==> config.mk <==
export PLATFORM = sky130hd
export DESIGN_NAME = beat_interval_hrv_tracker
export DESIGN_NICKNAME = d
export VERILOG_FILES = /design/src/hw/rtl/bihrv_pkg.sv /design/src/hw/rtl/bihrv_datapath.sv /design/src/hw/rtl/bihrv_ctrl.sv /design/src/hw/rtl/beat_interval_hrv_tracker.sv
export SDC_FILE = /design/constraint.sdc
export NUM_CORES = 2
export LEC_CHECK = 0
export ABC_AREA = 1
export BUFFER_PORTS_ARGS = -buffer_cell sky130_fd_sc_hd__clkbuf_2
export CAP_MARGIN = 10
export CORE_UTILIZATION = 55
export DETAILED_ROUTE_END_ITERATION = 8
export GPL_TIMING_DRIVEN = 1
export PLACE_DENSITY_LB_ADDON = 0.25
export SETUP_SLACK_MARGIN = 0.5
export SYNTH_ARGS = -nofsm -noshare
export SYNTH_HDL_FRONTEND = slang
export SYNTH_HIERARCHICAL = 1
export SYNTH_SLANG_ARGS = --single-unit
==> constraint.sdc <==
create_clock -name clk -period 9.4 [get_ports clk]
set_input_delay 0.94 -clock clk [delete_from_list [all_inputs] [get_ports clk]]
set_output_delay 0.94 -clock clk [all_outputs]
set_load 0.02 [all_outputs]
==> src/hw/rtl/bihrv_pkg.sv <==
`timescale 1ns / 1ps
// ---------------------------------------------------------------------------
// bihrv_pkg
// shared constants, types and controller/datapath command and status structs
// ---------------------------------------------------------------------------
package bihrv_pkg;

  localparam int RATE_AVG_DEPTH_DEF      = 4;
  localparam int INTERVAL_DEPTH_DEF      = 30;
  localparam int AMPLITUDE_AVG_DEPTH_DEF = 4;

  localparam logic [11:0] SHORT_RESET = 12'd300;
  localparam logic [11:0] LONG_RESET  = 12'd1500;

  localparam logic REG_SHORT = 1'b0;
  localparam logic REG_LONG  = 1'b1;

  // rate numerator 60000 * 256
  localparam logic [23:0] RATE_NUM = 24'd15360000;

  typedef struct packed {
    logic load;       // latch transaction, compute interval
    logic div_start;  // start rate divide
    logic push;       // write rings
    logic evict_rd;   // fetch oldest pair for eviction
    logic evict_sub;  // subtract evicted square
    logic add_sq;     // add newest square
    logic sum_step;   // accumulate one ring element
    logic sum_clr;
    logic fin_start;  // start mean divides and root
    logic out_load;
  } bihrv_cmd_t;

  typedef struct packed {
    logic accept;     // interval within bounds
    logic div_done;
    logic sum_done;
    logic fin_done;
  } bihrv_sts_t;

endpackage

==> src/hw/rtl/bihrv_datapath.sv <==
`timescale 1ns / 1ps
// ---------------------------------------------------------------------------
// bihrv_datapath
// rings, running sums, serial divider and serial square root
// ---------------------------------------------------------------------------
module bihrv_datapath #(
  parameter int RATE_AVG_DEPTH      = 4,
  parameter int INTERVAL_DEPTH      = 30,
  parameter int AMPLITUDE_AVG_DEPTH = 4
) (
  input  logic                clk,
  input  logic                rst,
  input  logic                cfg_we,
  input  logic                cfg_index,
  input  logic [11:0]         cfg_data,
  input  logic [31:0]         in_time,
  input  logic signed [15:0]  in_amp,
  input  bihrv_pkg::bihrv_cmd_t cmd,
  output bihrv_pkg::bihrv_sts_t sts,
  output logic [7:0]          mean_rate_bpm,
  output logic [11:0]         rmssd_ms,
  output logic signed [15:0]  mean_amplitude,
  output logic                beat_accepted
);
  import bihrv_pkg::*;

  localparam int RW = $clog2(RATE_AVG_DEPTH + 1);
  localparam int AW = $clog2(AMPLITUDE_AVG_DEPTH + 1);
  localparam int IW = $clog2(INTERVAL_DEPTH + 1);
  localparam int RS = (RATE_AVG_DEPTH > 1) ? $clog2(RATE_AVG_DEPTH) : 1;
  localparam int AS = (AMPLITUDE_AVG_DEPTH > 1) ? $clog2(AMPLITUDE_AVG_DEPTH) : 1;
  localparam int IS = $clog2(INTERVAL_DEPTH);
  localparam int SW = 24 + $clog2(INTERVAL_DEPTH);   // square sum width
  localparam int SCW = (RATE_AVG_DEPTH > AMPLITUDE_AVG_DEPTH) ? RW : AW;
  localparam int MAXD = (RATE_AVG_DEPTH > AMPLITUDE_AVG_DEPTH) ? RATE_AVG_DEPTH
                                                              : AMPLITUDE_AVG_DEPTH;
  localparam int RSUM = 16 + RW;
  localparam int ASUM = 16 + AW;

  logic [11:0] short_iv, long_iv;
  logic [31:0] prev_time;
  logic        prev_valid;
  logic [11:0] iv;
  logic signed [15:0] amp_l;
  logic        acc;

  logic [15:0] rate_ring [RATE_AVG_DEPTH];
  logic [15:0] amp_ring  [AMPLITUDE_AVG_DEPTH];
  logic [11:0] iv_mem    [INTERVAL_DEPTH];
  logic [RW-1:0] r_fill;
  logic [RS-1:0] r_slot;
  logic [AW-1:0] a_fill;
  logic [AS-1:0] a_slot;
  logic [IW-1:0] i_fill;
  logic [IS-1:0] i_slot;
  logic [SW-1:0] sq_sum;
  logic [11:0] last_iv;       // newest stored interval
  logic [11:0] rd_a, rd_b;    // registered memory reads

  // config
  always_ff @(posedge clk) begin
    if (rst) begin
      short_iv <= SHORT_RESET;
      long_iv  <= LONG_RESET;
    end else if (cfg_we) begin
      if (cfg_index == REG_SHORT) short_iv <= cfg_data;
      else                        long_iv  <= cfg_data;
    end
  end

  // rate divider: 24 bit numerator, 12 bit divisor, one bit a cycle
  logic [23:0] dq;
  logic [12:0] drem;
  logic [4:0]  dcnt;
  logic        dbusy;
  logic [12:0] dtrial;
  assign dtrial = {drem[11:0], dq[23]};
  always_ff @(posedge clk) begin
    if (rst) begin
      dbusy <= 1'b0;
    end else if (cmd.div_start) begin
      dq    <= RATE_NUM + 24'(iv[11:1]);
      drem  <= '0;
      dcnt  <= 5'd24;
      dbusy <= 1'b1;
    end else if (dbusy) begin
      if (dtrial >= {1'b0, iv[11:0]}) begin
        drem <= dtrial - {1'b0, iv[11:0]};
        dq   <= {dq[22:0], 1'b1};
      end else begin
        drem <= dtrial;
        dq   <= {dq[22:0], 1'b0};
      end
      dcnt <= dcnt - 5'd1;
      if (dcnt == 5'd1) dbusy <= 1'b0;
    end
  end
  assign sts.div_done = dbusy && (dcnt == 5'd1);
  logic [15:0] rate_sat;
  assign rate_sat = (dq[23:16] != 8'd0) ? 16'hFFFF : dq[15:0];

  function automatic logic [23:0] sqd(input logic [11:0] a, input logic [11:0] b);
    logic [11:0] d;
    d = (a > b) ? a - b : b - a;
    return 24'(d) * 24'(d);
  endfunction

  logic [IS-1:0] nx_slot;
  assign nx_slot = (i_slot == IS'(INTERVAL_DEPTH - 1)) ? '0 : i_slot + 1'b1;

  logic [SCW-1:0] scnt;
  logic [RSUM-1:0] rsum;
  logic signed [ASUM-1:0] asum;

  always_ff @(posedge clk) begin
    if (rst) begin
      prev_valid <= 1'b0;
      prev_time  <= '0;
      r_fill <= '0; r_slot <= '0;
      a_fill <= '0; a_slot <= '0;
      i_fill <= '0; i_slot <= '0;
      sq_sum <= '0;
      acc    <= 1'b0;
    end else begin
      if (cmd.load) begin
        iv         <= 12'(in_time - prev_time);
        acc        <= prev_valid && ((in_time - prev_time) > 32'(short_iv))
                      && ((in_time - prev_time) < 32'(long_iv))
                      && (in_time != prev_time);
        amp_l      <= in_amp;
        prev_time  <= in_time;
        prev_valid <= 1'b1;
      end
      if (cmd.evict_rd) begin
        rd_a <= iv_mem[nx_slot];
        rd_b <= iv_mem[i_slot];
      end
      if (cmd.evict_sub && i_fill >= IW'(INTERVAL_DEPTH))
        sq_sum <= sq_sum - SW'(sqd(rd_a, rd_b));
      if (cmd.add_sq && i_fill != '0)
        sq_sum <= sq_sum + SW'(sqd(iv[11:0], last_iv));
      if (cmd.push) begin
        rate_ring[r_slot] <= rate_sat;
        r_slot <= (r_slot == RS'(RATE_AVG_DEPTH - 1)) ? '0 : r_slot + 1'b1;
        if (r_fill < RW'(RATE_AVG_DEPTH)) r_fill <= r_fill + 1'b1;
        amp_ring[a_slot] <= amp_l;
        a_slot <= (a_slot == AS'(AMPLITUDE_AVG_DEPTH - 1)) ? '0 : a_slot + 1'b1;
        if (a_fill < AW'(AMPLITUDE_AVG_DEPTH)) a_fill <= a_fill + 1'b1;
        i_slot <= nx_slot;
        if (i_fill < IW'(INTERVAL_DEPTH)) i_fill <= i_fill + 1'b1;
      end
    end
  end

  // interval memory, write port only at push
  always_ff @(posedge clk) begin
    if (cmd.push) iv_mem[i_slot] <= iv[11:0];
  end
  always_ff @(posedge clk) begin
    if (cmd.push) last_iv <= iv[11:0];
  end

  // sums over the short rings, one element a cycle
  always_ff @(posedge clk) begin
    if (cmd.sum_clr) begin
      scnt <= '0;
      rsum <= '0;
      asum <= '0;
    end else if (cmd.sum_step) begin
      if (scnt < SCW'(r_fill) && scnt < SCW'(RATE_AVG_DEPTH))
        rsum <= rsum + RSUM'(rate_ring[RS'(scnt)]);
      if (scnt < SCW'(a_fill) && scnt < SCW'(AMPLITUDE_AVG_DEPTH))
        asum <= asum + ASUM'($signed(amp_ring[AS'(scnt)]));
      scnt <= scnt + 1'b1;
    end
  end
  assign sts.sum_done = cmd.sum_step && (scnt == SCW'(MAXD - 1));

  // final: mean rate divide, mean amplitude divide, root search
  localparam int RNW = RSUM + 1;
  logic [RNW-1:0] mq;  logic [RNW-1:0] mr;  logic [RNW-1:0] md;
  logic [ASUM-1:0] aq; logic [ASUM-1:0] ar; logic [ASUM-1:0] ad;
  logic aneg;
  logic [5:0] fcnt;
  logic fbusy;
  logic [11:0] root;
  logic [3:0]  rbit;
  logic [SW+1:0] four_s;
  logic [IW-1:0] nd;
  // root trial is pipelined: square then scale by count
  logic [12:0] t2;
  logic [11:0] cand;
  logic [1:0]  rph;
  logic [25:0] tt;
  logic [SW+1:0] tprod;
  assign cand = root | (12'd1 << rbit);
  logic [RNW-1:0] mtr; logic [ASUM-1:0] atr;
  assign mtr = {mr[RNW-2:0], mq[RNW-1]};
  assign atr = {ar[ASUM-2:0], aq[ASUM-1]};
  logic [ASUM-1:0] amag;
  assign amag = asum[ASUM-1] ? ASUM'(-asum) : ASUM'(asum);

  always_ff @(posedge clk) begin
    if (rst) begin
      fbusy <= 1'b0;
    end else if (cmd.fin_start) begin
      mq    <= RNW'(rsum) + (RNW'(r_fill) << 7);
      md    <= RNW'(r_fill) << 8;
      mr    <= '0;
      aneg  <= asum[ASUM-1];
      aq    <= amag + ASUM'(a_fill >> 1);
      ad    <= ASUM'(a_fill);
      ar    <= '0;
      fcnt  <= 6'd0;
      fbusy <= 1'b1;
      root  <= '0;
      rbit  <= 4'd11;
      rph   <= 2'd0;
      four_s <= (SW+2)'(sq_sum) << 2;
      nd    <= i_fill - 1'b1;
    end else if (fbusy) begin
      if (fcnt < 6'(RNW)) begin
        if (mtr >= md) begin mr <= mtr - md; mq <= {mq[RNW-2:0], 1'b1}; end
        else begin mr <= mtr; mq <= {mq[RNW-2:0], 1'b0}; end
      end
      if (fcnt < 6'(ASUM)) begin
        if (atr >= ad) begin ar <= atr - ad; aq <= {aq[ASUM-2:0], 1'b1}; end
        else begin ar <= atr; aq <= {aq[ASUM-2:0], 1'b0}; end
      end
      fcnt <= fcnt + 6'd1;
      // root: four phases a bit
      unique case (rph)
        2'd0: begin t2 <= {cand, 1'b0} - 13'd1; rph <= 2'd1; end
        2'd1: begin tt <= 26'(t2) * 26'(t2); rph <= 2'd2; end
        2'd2: begin tprod <= (SW+2)'(tt) * (SW+2)'(nd); rph <= 2'd3; end
        default: begin
          if (tprod <= four_s) root <= cand;
          rph <= 2'd0;
          if (rbit == 4'd0) fbusy <= 1'b0;
          else rbit <= rbit - 4'd1;
        end
      endcase
    end
  end
  assign sts.fin_done = fbusy && (rph == 2'd3) && (rbit == 4'd0);
  assign sts.accept = acc;

  // outputs; the final root compare is folded in here
  logic [11:0] root_f;
  assign root_f = (tprod <= four_s) ? cand : root;
  always_ff @(posedge clk) begin
    if (cmd.out_load) begin
      mean_rate_bpm  <= (r_fill == '0) ? 8'd0 :
                        (mq[RNW-1:8] != '0) ? 8'd255 : mq[7:0];
      mean_amplitude <= (a_fill == '0) ? 16'sd0 :
                        (aneg ? -$signed(aq[15:0]) : $signed(aq[15:0]));
      rmssd_ms       <= (i_fill < IW'(2)) ? 12'd0 : root_f;
      beat_accepted  <= acc;
    end
  end
endmodule

==> src/hw/rtl/bihrv_ctrl.sv <==
`timescale 1ns / 1ps
// ---------------------------------------------------------------------------
// bihrv_ctrl
// sequencer for one beat transaction and the output handshake
// ---------------------------------------------------------------------------
module bihrv_ctrl (
  input  logic clk,
  input  logic rst,
  input  logic in_fire,
  output logic in_ready,
  output logic out_valid,
  input  logic out_ready,
  output bihrv_pkg::bihrv_cmd_t cmd,
  input  bihrv_pkg::bihrv_sts_t sts
);
  import bihrv_pkg::*;

  typedef enum logic [3:0] {
    S_IDLE, S_CHECK, S_DIV, S_RD, S_SUB, S_ADD, S_PUSH, S_CLR, S_SUM,
    S_FIN, S_WAIT, S_OUT
  } state_t;
  state_t state;

  assign in_ready = (state == S_IDLE);

  always_comb begin
    cmd = '0;
    unique case (state)
      S_IDLE:  cmd.load = in_fire;
      S_CHECK: cmd.div_start = sts.accept;
      S_RD:    cmd.evict_rd = 1'b1;
      S_SUB:   cmd.evict_sub = 1'b1;
      S_ADD:   cmd.add_sq = 1'b1;
      S_PUSH:  cmd.push = 1'b1;
      S_CLR:   cmd.sum_clr = 1'b1;
      S_SUM:   cmd.sum_step = 1'b1;
      S_FIN:   cmd.fin_start = 1'b1;
      S_WAIT:  cmd.out_load = sts.fin_done;
      default: cmd = '0;
    endcase
  end

  always_ff @(posedge clk) begin
    if (rst) begin
      state <= S_IDLE;
      out_valid <= 1'b0;
    end else begin
      unique case (state)
        S_IDLE:  if (in_fire) state <= S_CHECK;
        S_CHECK: state <= sts.accept ? S_DIV : S_CLR;
        S_DIV:   if (sts.div_done) state <= S_RD;
        S_RD:    state <= S_SUB;
        S_SUB:   state <= S_ADD;
        S_ADD:   state <= S_PUSH;
        S_PUSH:  state <= S_CLR;
        S_CLR:   state <= S_SUM;
        S_SUM:   if (sts.sum_done) state <= S_FIN;
        S_FIN:   state <= S_WAIT;
        S_WAIT:  if (sts.fin_done) begin state <= S_OUT; out_valid <= 1'b1; end
        S_OUT:   if (out_ready) begin state <= S_IDLE; out_valid <= 1'b0; end
        default: state <= S_IDLE;
      endcase
    end
  end
endmodule

==> src/hw/rtl/beat_interval_hrv_tracker.sv <==
`timescale 1ns / 1ps
// ---------------------------------------------------------------------------
// beat_interval_hrv_tracker
// mean heart rate, mean amplitude and rmssd from a stream of beat times
// ---------------------------------------------------------------------------
// channel   dir  fields (lsb first)
// s_axis    in   tdata: beat_time_ms[31:0], pulse_amplitude[47:32]
// m_axis    out  tdata: mean_rate_bpm[7:0], rmssd_ms[19:8],
//                mean_amplitude[35:20], beat_accepted[36]
// cfg       in   cfg_we / cfg_index / cfg_data, 0 short, 1 long bound
//
// one transaction at a time; a stored beat runs the 24 step rate divide and
// the ring writes (a rejected or first beat skips both), then a short ring
// sweep, then the root search, one result bit at a time, that also carries
// the two mean divides
// rst is synchronous; rings hold no reset, fill counts guard their reads
// the result holds on m_axis until taken; s_axis_tready stays low until then
// ---------------------------------------------------------------------------
module beat_interval_hrv_tracker #(
  parameter int RATE_AVG_DEPTH      = bihrv_pkg::RATE_AVG_DEPTH_DEF,
  parameter int INTERVAL_DEPTH      = bihrv_pkg::INTERVAL_DEPTH_DEF,
  parameter int AMPLITUDE_AVG_DEPTH = bihrv_pkg::AMPLITUDE_AVG_DEPTH_DEF
) (
  input  logic        clk,
  input  logic        rst,
  input  logic        s_axis_tvalid,
  output logic        s_axis_tready,
  input  logic [47:0] s_axis_tdata,   // beat_time_ms, pulse_amplitude
  output logic        m_axis_tvalid,
  input  logic        m_axis_tready,
  output logic [39:0] m_axis_tdata,   // mean_rate_bpm, rmssd_ms, mean_amplitude, beat_accepted
  input  logic        cfg_we,
  input  logic        cfg_index,
  input  logic [11:0] cfg_data
);
  import bihrv_pkg::*;

  bihrv_cmd_t cmd;
  bihrv_sts_t sts;
  logic [7:0]  rate;
  logic [11:0] rmssd;
  logic signed [15:0] amp;
  logic        acc;

  bihrv_ctrl u_ctrl (
    .clk, .rst,
    .in_fire   (s_axis_tvalid && s_axis_tready),
    .in_ready  (s_axis_tready),
    .out_valid (m_axis_tvalid),
    .out_ready (m_axis_tready),
    .cmd, .sts
  );

  bihrv_datapath #(
    .RATE_AVG_DEPTH(RATE_AVG_DEPTH), .INTERVAL_DEPTH(INTERVAL_DEPTH),
    .AMPLITUDE_AVG_DEPTH(AMPLITUDE_AVG_DEPTH)
  ) u_dp (
    .clk, .rst, .cfg_we, .cfg_index, .cfg_data,
    .in_time (s_axis_tdata[31:0]),
    .in_amp  ($signed(s_axis_tdata[47:32])),
    .cmd, .sts,
    .mean_rate_bpm (rate), .rmssd_ms (rmssd),
    .mean_amplitude(amp),  .beat_accepted(acc)
  );

  assign m_axis_tdata = {3'b000, acc, amp, rmssd, rate};
endmodule

==> impl_metrics.toml <==
[worst_setup_path]
worst_setup_path_start_kind = "flip-flop"
crit_type = "flip-flop to flip-flop"
cp_max_fo = 34
worstPathArrival_ns = 8.50
slowest_stage = "fa_1"
cpMostUsedCell = "inv_1"
reg2reg_depth = 37
cp-end-kind = "flip-flop"
critPathMaxStageDelay_ns = 0.53
cp.required_ns = 9.98

[place]
dp_hpwl_mm = 133
pre_cts_ws_ns = 1.70
gp_congestion = 0.975
port_buffers = 104

[routing]
drcViolationCount = 0
ant_nets = 0
viasPerCell = 5.68
wl_per_cell_microns = 18.6
drtIter0Drc = 5653
drt-total-wl_mm = 184
firstDrtPassIters = 8
vias = 56100

[sta]
max-slew-margin-rel_pct = 12.9
rsz0062_at_grt = "false"
fin_tns_setup_ns = 0
worstMarginPinSlew_ns = 1.30
fin_crit_ns = 7.92
min_period_over_period_pct = 84.2
finClkSkew_ns = 0.0573
finalMaxSlewViolations = 0
setup_slack_ns = 1.48
setup_viol = 0
fmax_mhz = 126
hold_viol = 0
hold_ws_ns = 0.385

[die]
ios = 108
die_x_microns = 360
core_sq_um = 126000
start_util_pct = 55.8
die_area_sq_um = 130000
die_h_microns = 360
core.rowCount = 130

[cells_and_area]
postLayoutCoreUtil_pct = 60.3
drive_gt1_share_pct = 5.78
syn_to_final_growth_pct = 8.19
fillCellCount = 10800
final_nets = 9036

[global_route]
antenna_found_initial = 6
grt_pass1_vias = 54500
gr-total-overflow = 0
grt_pass1_wl_mm = 292
grt_start_max_net_pins = 97
grt.total_usage_pct = 28.2

[synth]
syn_inst = 8093
synth_flop_cell = "edfxtp_1"
yosysMostFrequentCell = "inv_1"
yosys.area.top_type = "edfxtp_1"
ys_seq_area_share_pct = 40.2
async_reset_ff_share_pct = 0
synth_area_leaders = "edfxtp_1 36%, fa_1 11%, ha_1 8.4%"
synth_edf_count = 838
synth_cell_types = 68
synth_top_area_share_pct = 35.7
ys_top_cells_by_count = "1,421 x inv_1, 1,273 x nand2_1, 838 x edfxtp_1"
synthesis.area_sq_um = 70500
ys_ff_latch = 995
yosysWarningCount = 6
syn_avg_cell_area_sq_um = 8.71

[clock_tree]
cts_root_buffer = "clkbuf_16"
numClockSinks = 995
tritoncts = "built"
clk_latency_ns = 0.74
cts.repair.resized = 0
cts_setup_buffers = 0
htreeDepth = 3
clk_pin_slew_ns = 0.06
cts.hold.buffers_added = 0
cts_made_buffers = 107
clock_path_buffers = 3

[min_path]
whs_path_depth = 1
hp-class = "input port to flip-flop"

[run]
drv_cap = 0

[outcome]
status = "finished clean"
cell families (layout without fill, tap and decap cells):
family	after synthesis	after routing	synth area share (%)
mux	2	2	0.0284
fa+ha+maj	853	853	19.2
compound gates	1781	1781	13.9
other cells	1	6	0.00532
flops	995	995	40.2
simple gates	2527	2527	14.7
buf+inv	1728	1844	9.42
xor+xnor	206	206	2.61
flip-flops by register name, indices dropped and copies added, names as in the netlist, 19 cells and up, named ones only:
register	flops
u_dp/amp_ring	64
u_dp/aq	19
u_dp/asum	19
u_dp/dq	24
u_dp/four_s	29
u_dp/iv_mem	360
u_dp/mq	20
u_dp/mr	19
u_dp/prev_time	32
u_dp/rate_ring	64
u_dp/rsum	19
u_dp/sq_sum	29
u_dp/tprod	31
u_dp/tt	24
area by class of cell:
class	count	area [sq um]	share of cell area, %
Antenna cell	3	7.51	0.00985
Clock buffer	137	2880	3.78
Clock inverter	66	722	0.947
Inverter	1451	5460	7.16
Multi-Input combinational cell	5372	35600	46.7
Sequential cell	995	28300	37.1
Tap cell	1650	2060	2.71
Timing Repair Buffer	190	1170	1.53
stage by stage:
stage / instances / area [sq um]
2_1_floorplan: 8095 / 70500
3_3_place_gp: 9656 / 72600
3_5_place_dp: 9657 / 72600
4_1_cts: 9860 / 76200
5_1_grt: 9862 / 76200
6_report: 9864 / 76200
routing by layer:
layer | GRT usage (%) | vias to the layer above | part of all wire [%]
met4 | 9.56 | 2 | 3.0
met2 | 45.6 | 2169 | 46
met5 | 0 | - | 0.0065
met3 | 4.11 | 330 | 8.1
met1 | 38.8 | 26800 | 43
li1 | - | 26800 | -
cell usage in the layout (no fill, tap or decap), drive strengths merged, types with 206 or more instances in the layout:
| cell | instances |
|---|---|
| a21oi | 598 |
| clkbuf | 241 |
| edfxtp | 838 |
| fa | 378 |
| ha | 475 |
| inv | 1447 |
| nand2 | 1290 |
| nand3 | 206 |
| nor2 | 827 |
| o21ai | 831 |
worst max-delay path, delay by kind of cell, from the launching register on:
| family | cells | cell delay, ns |
|---|---|---|
| buffers and inverters | 11 | 1.23 |
| AO/OA/AOI/OAI | 7 | 1.30 |
| adder cells (fa/ha/maj) | 7 | 3.43 |
| flip-flops | 1 | 0.33 |
| AND/OR/NAND/NOR | 12 | 1.43 |
path summary, 6_finish.rpt:
kind | to | start | slack (ns)
max | u_dp/sq_sum[27]$_SDFFE_PP0P_ | u_dp/iv[7]$_DFFE_PP_ | 1.48
min | u_dp/amp_l[11]$_DFFE_PP_ | s_axis_tdata[43] | 0.38
max reg2reg | u_dp/sq_sum[27]$_SDFFE_PP0P_ | u_dp/iv[7]$_DFFE_PP_ | 1.48
min reg2reg | u_dp/four_s[30]$_DFFE_PP_ | u_dp/sq_sum[28]$_SDFFE_PP0P_ | 0.41
Power is not shown: default switching activity piles up to over one toggle a cycle in this logic, so the estimate is an artifact.
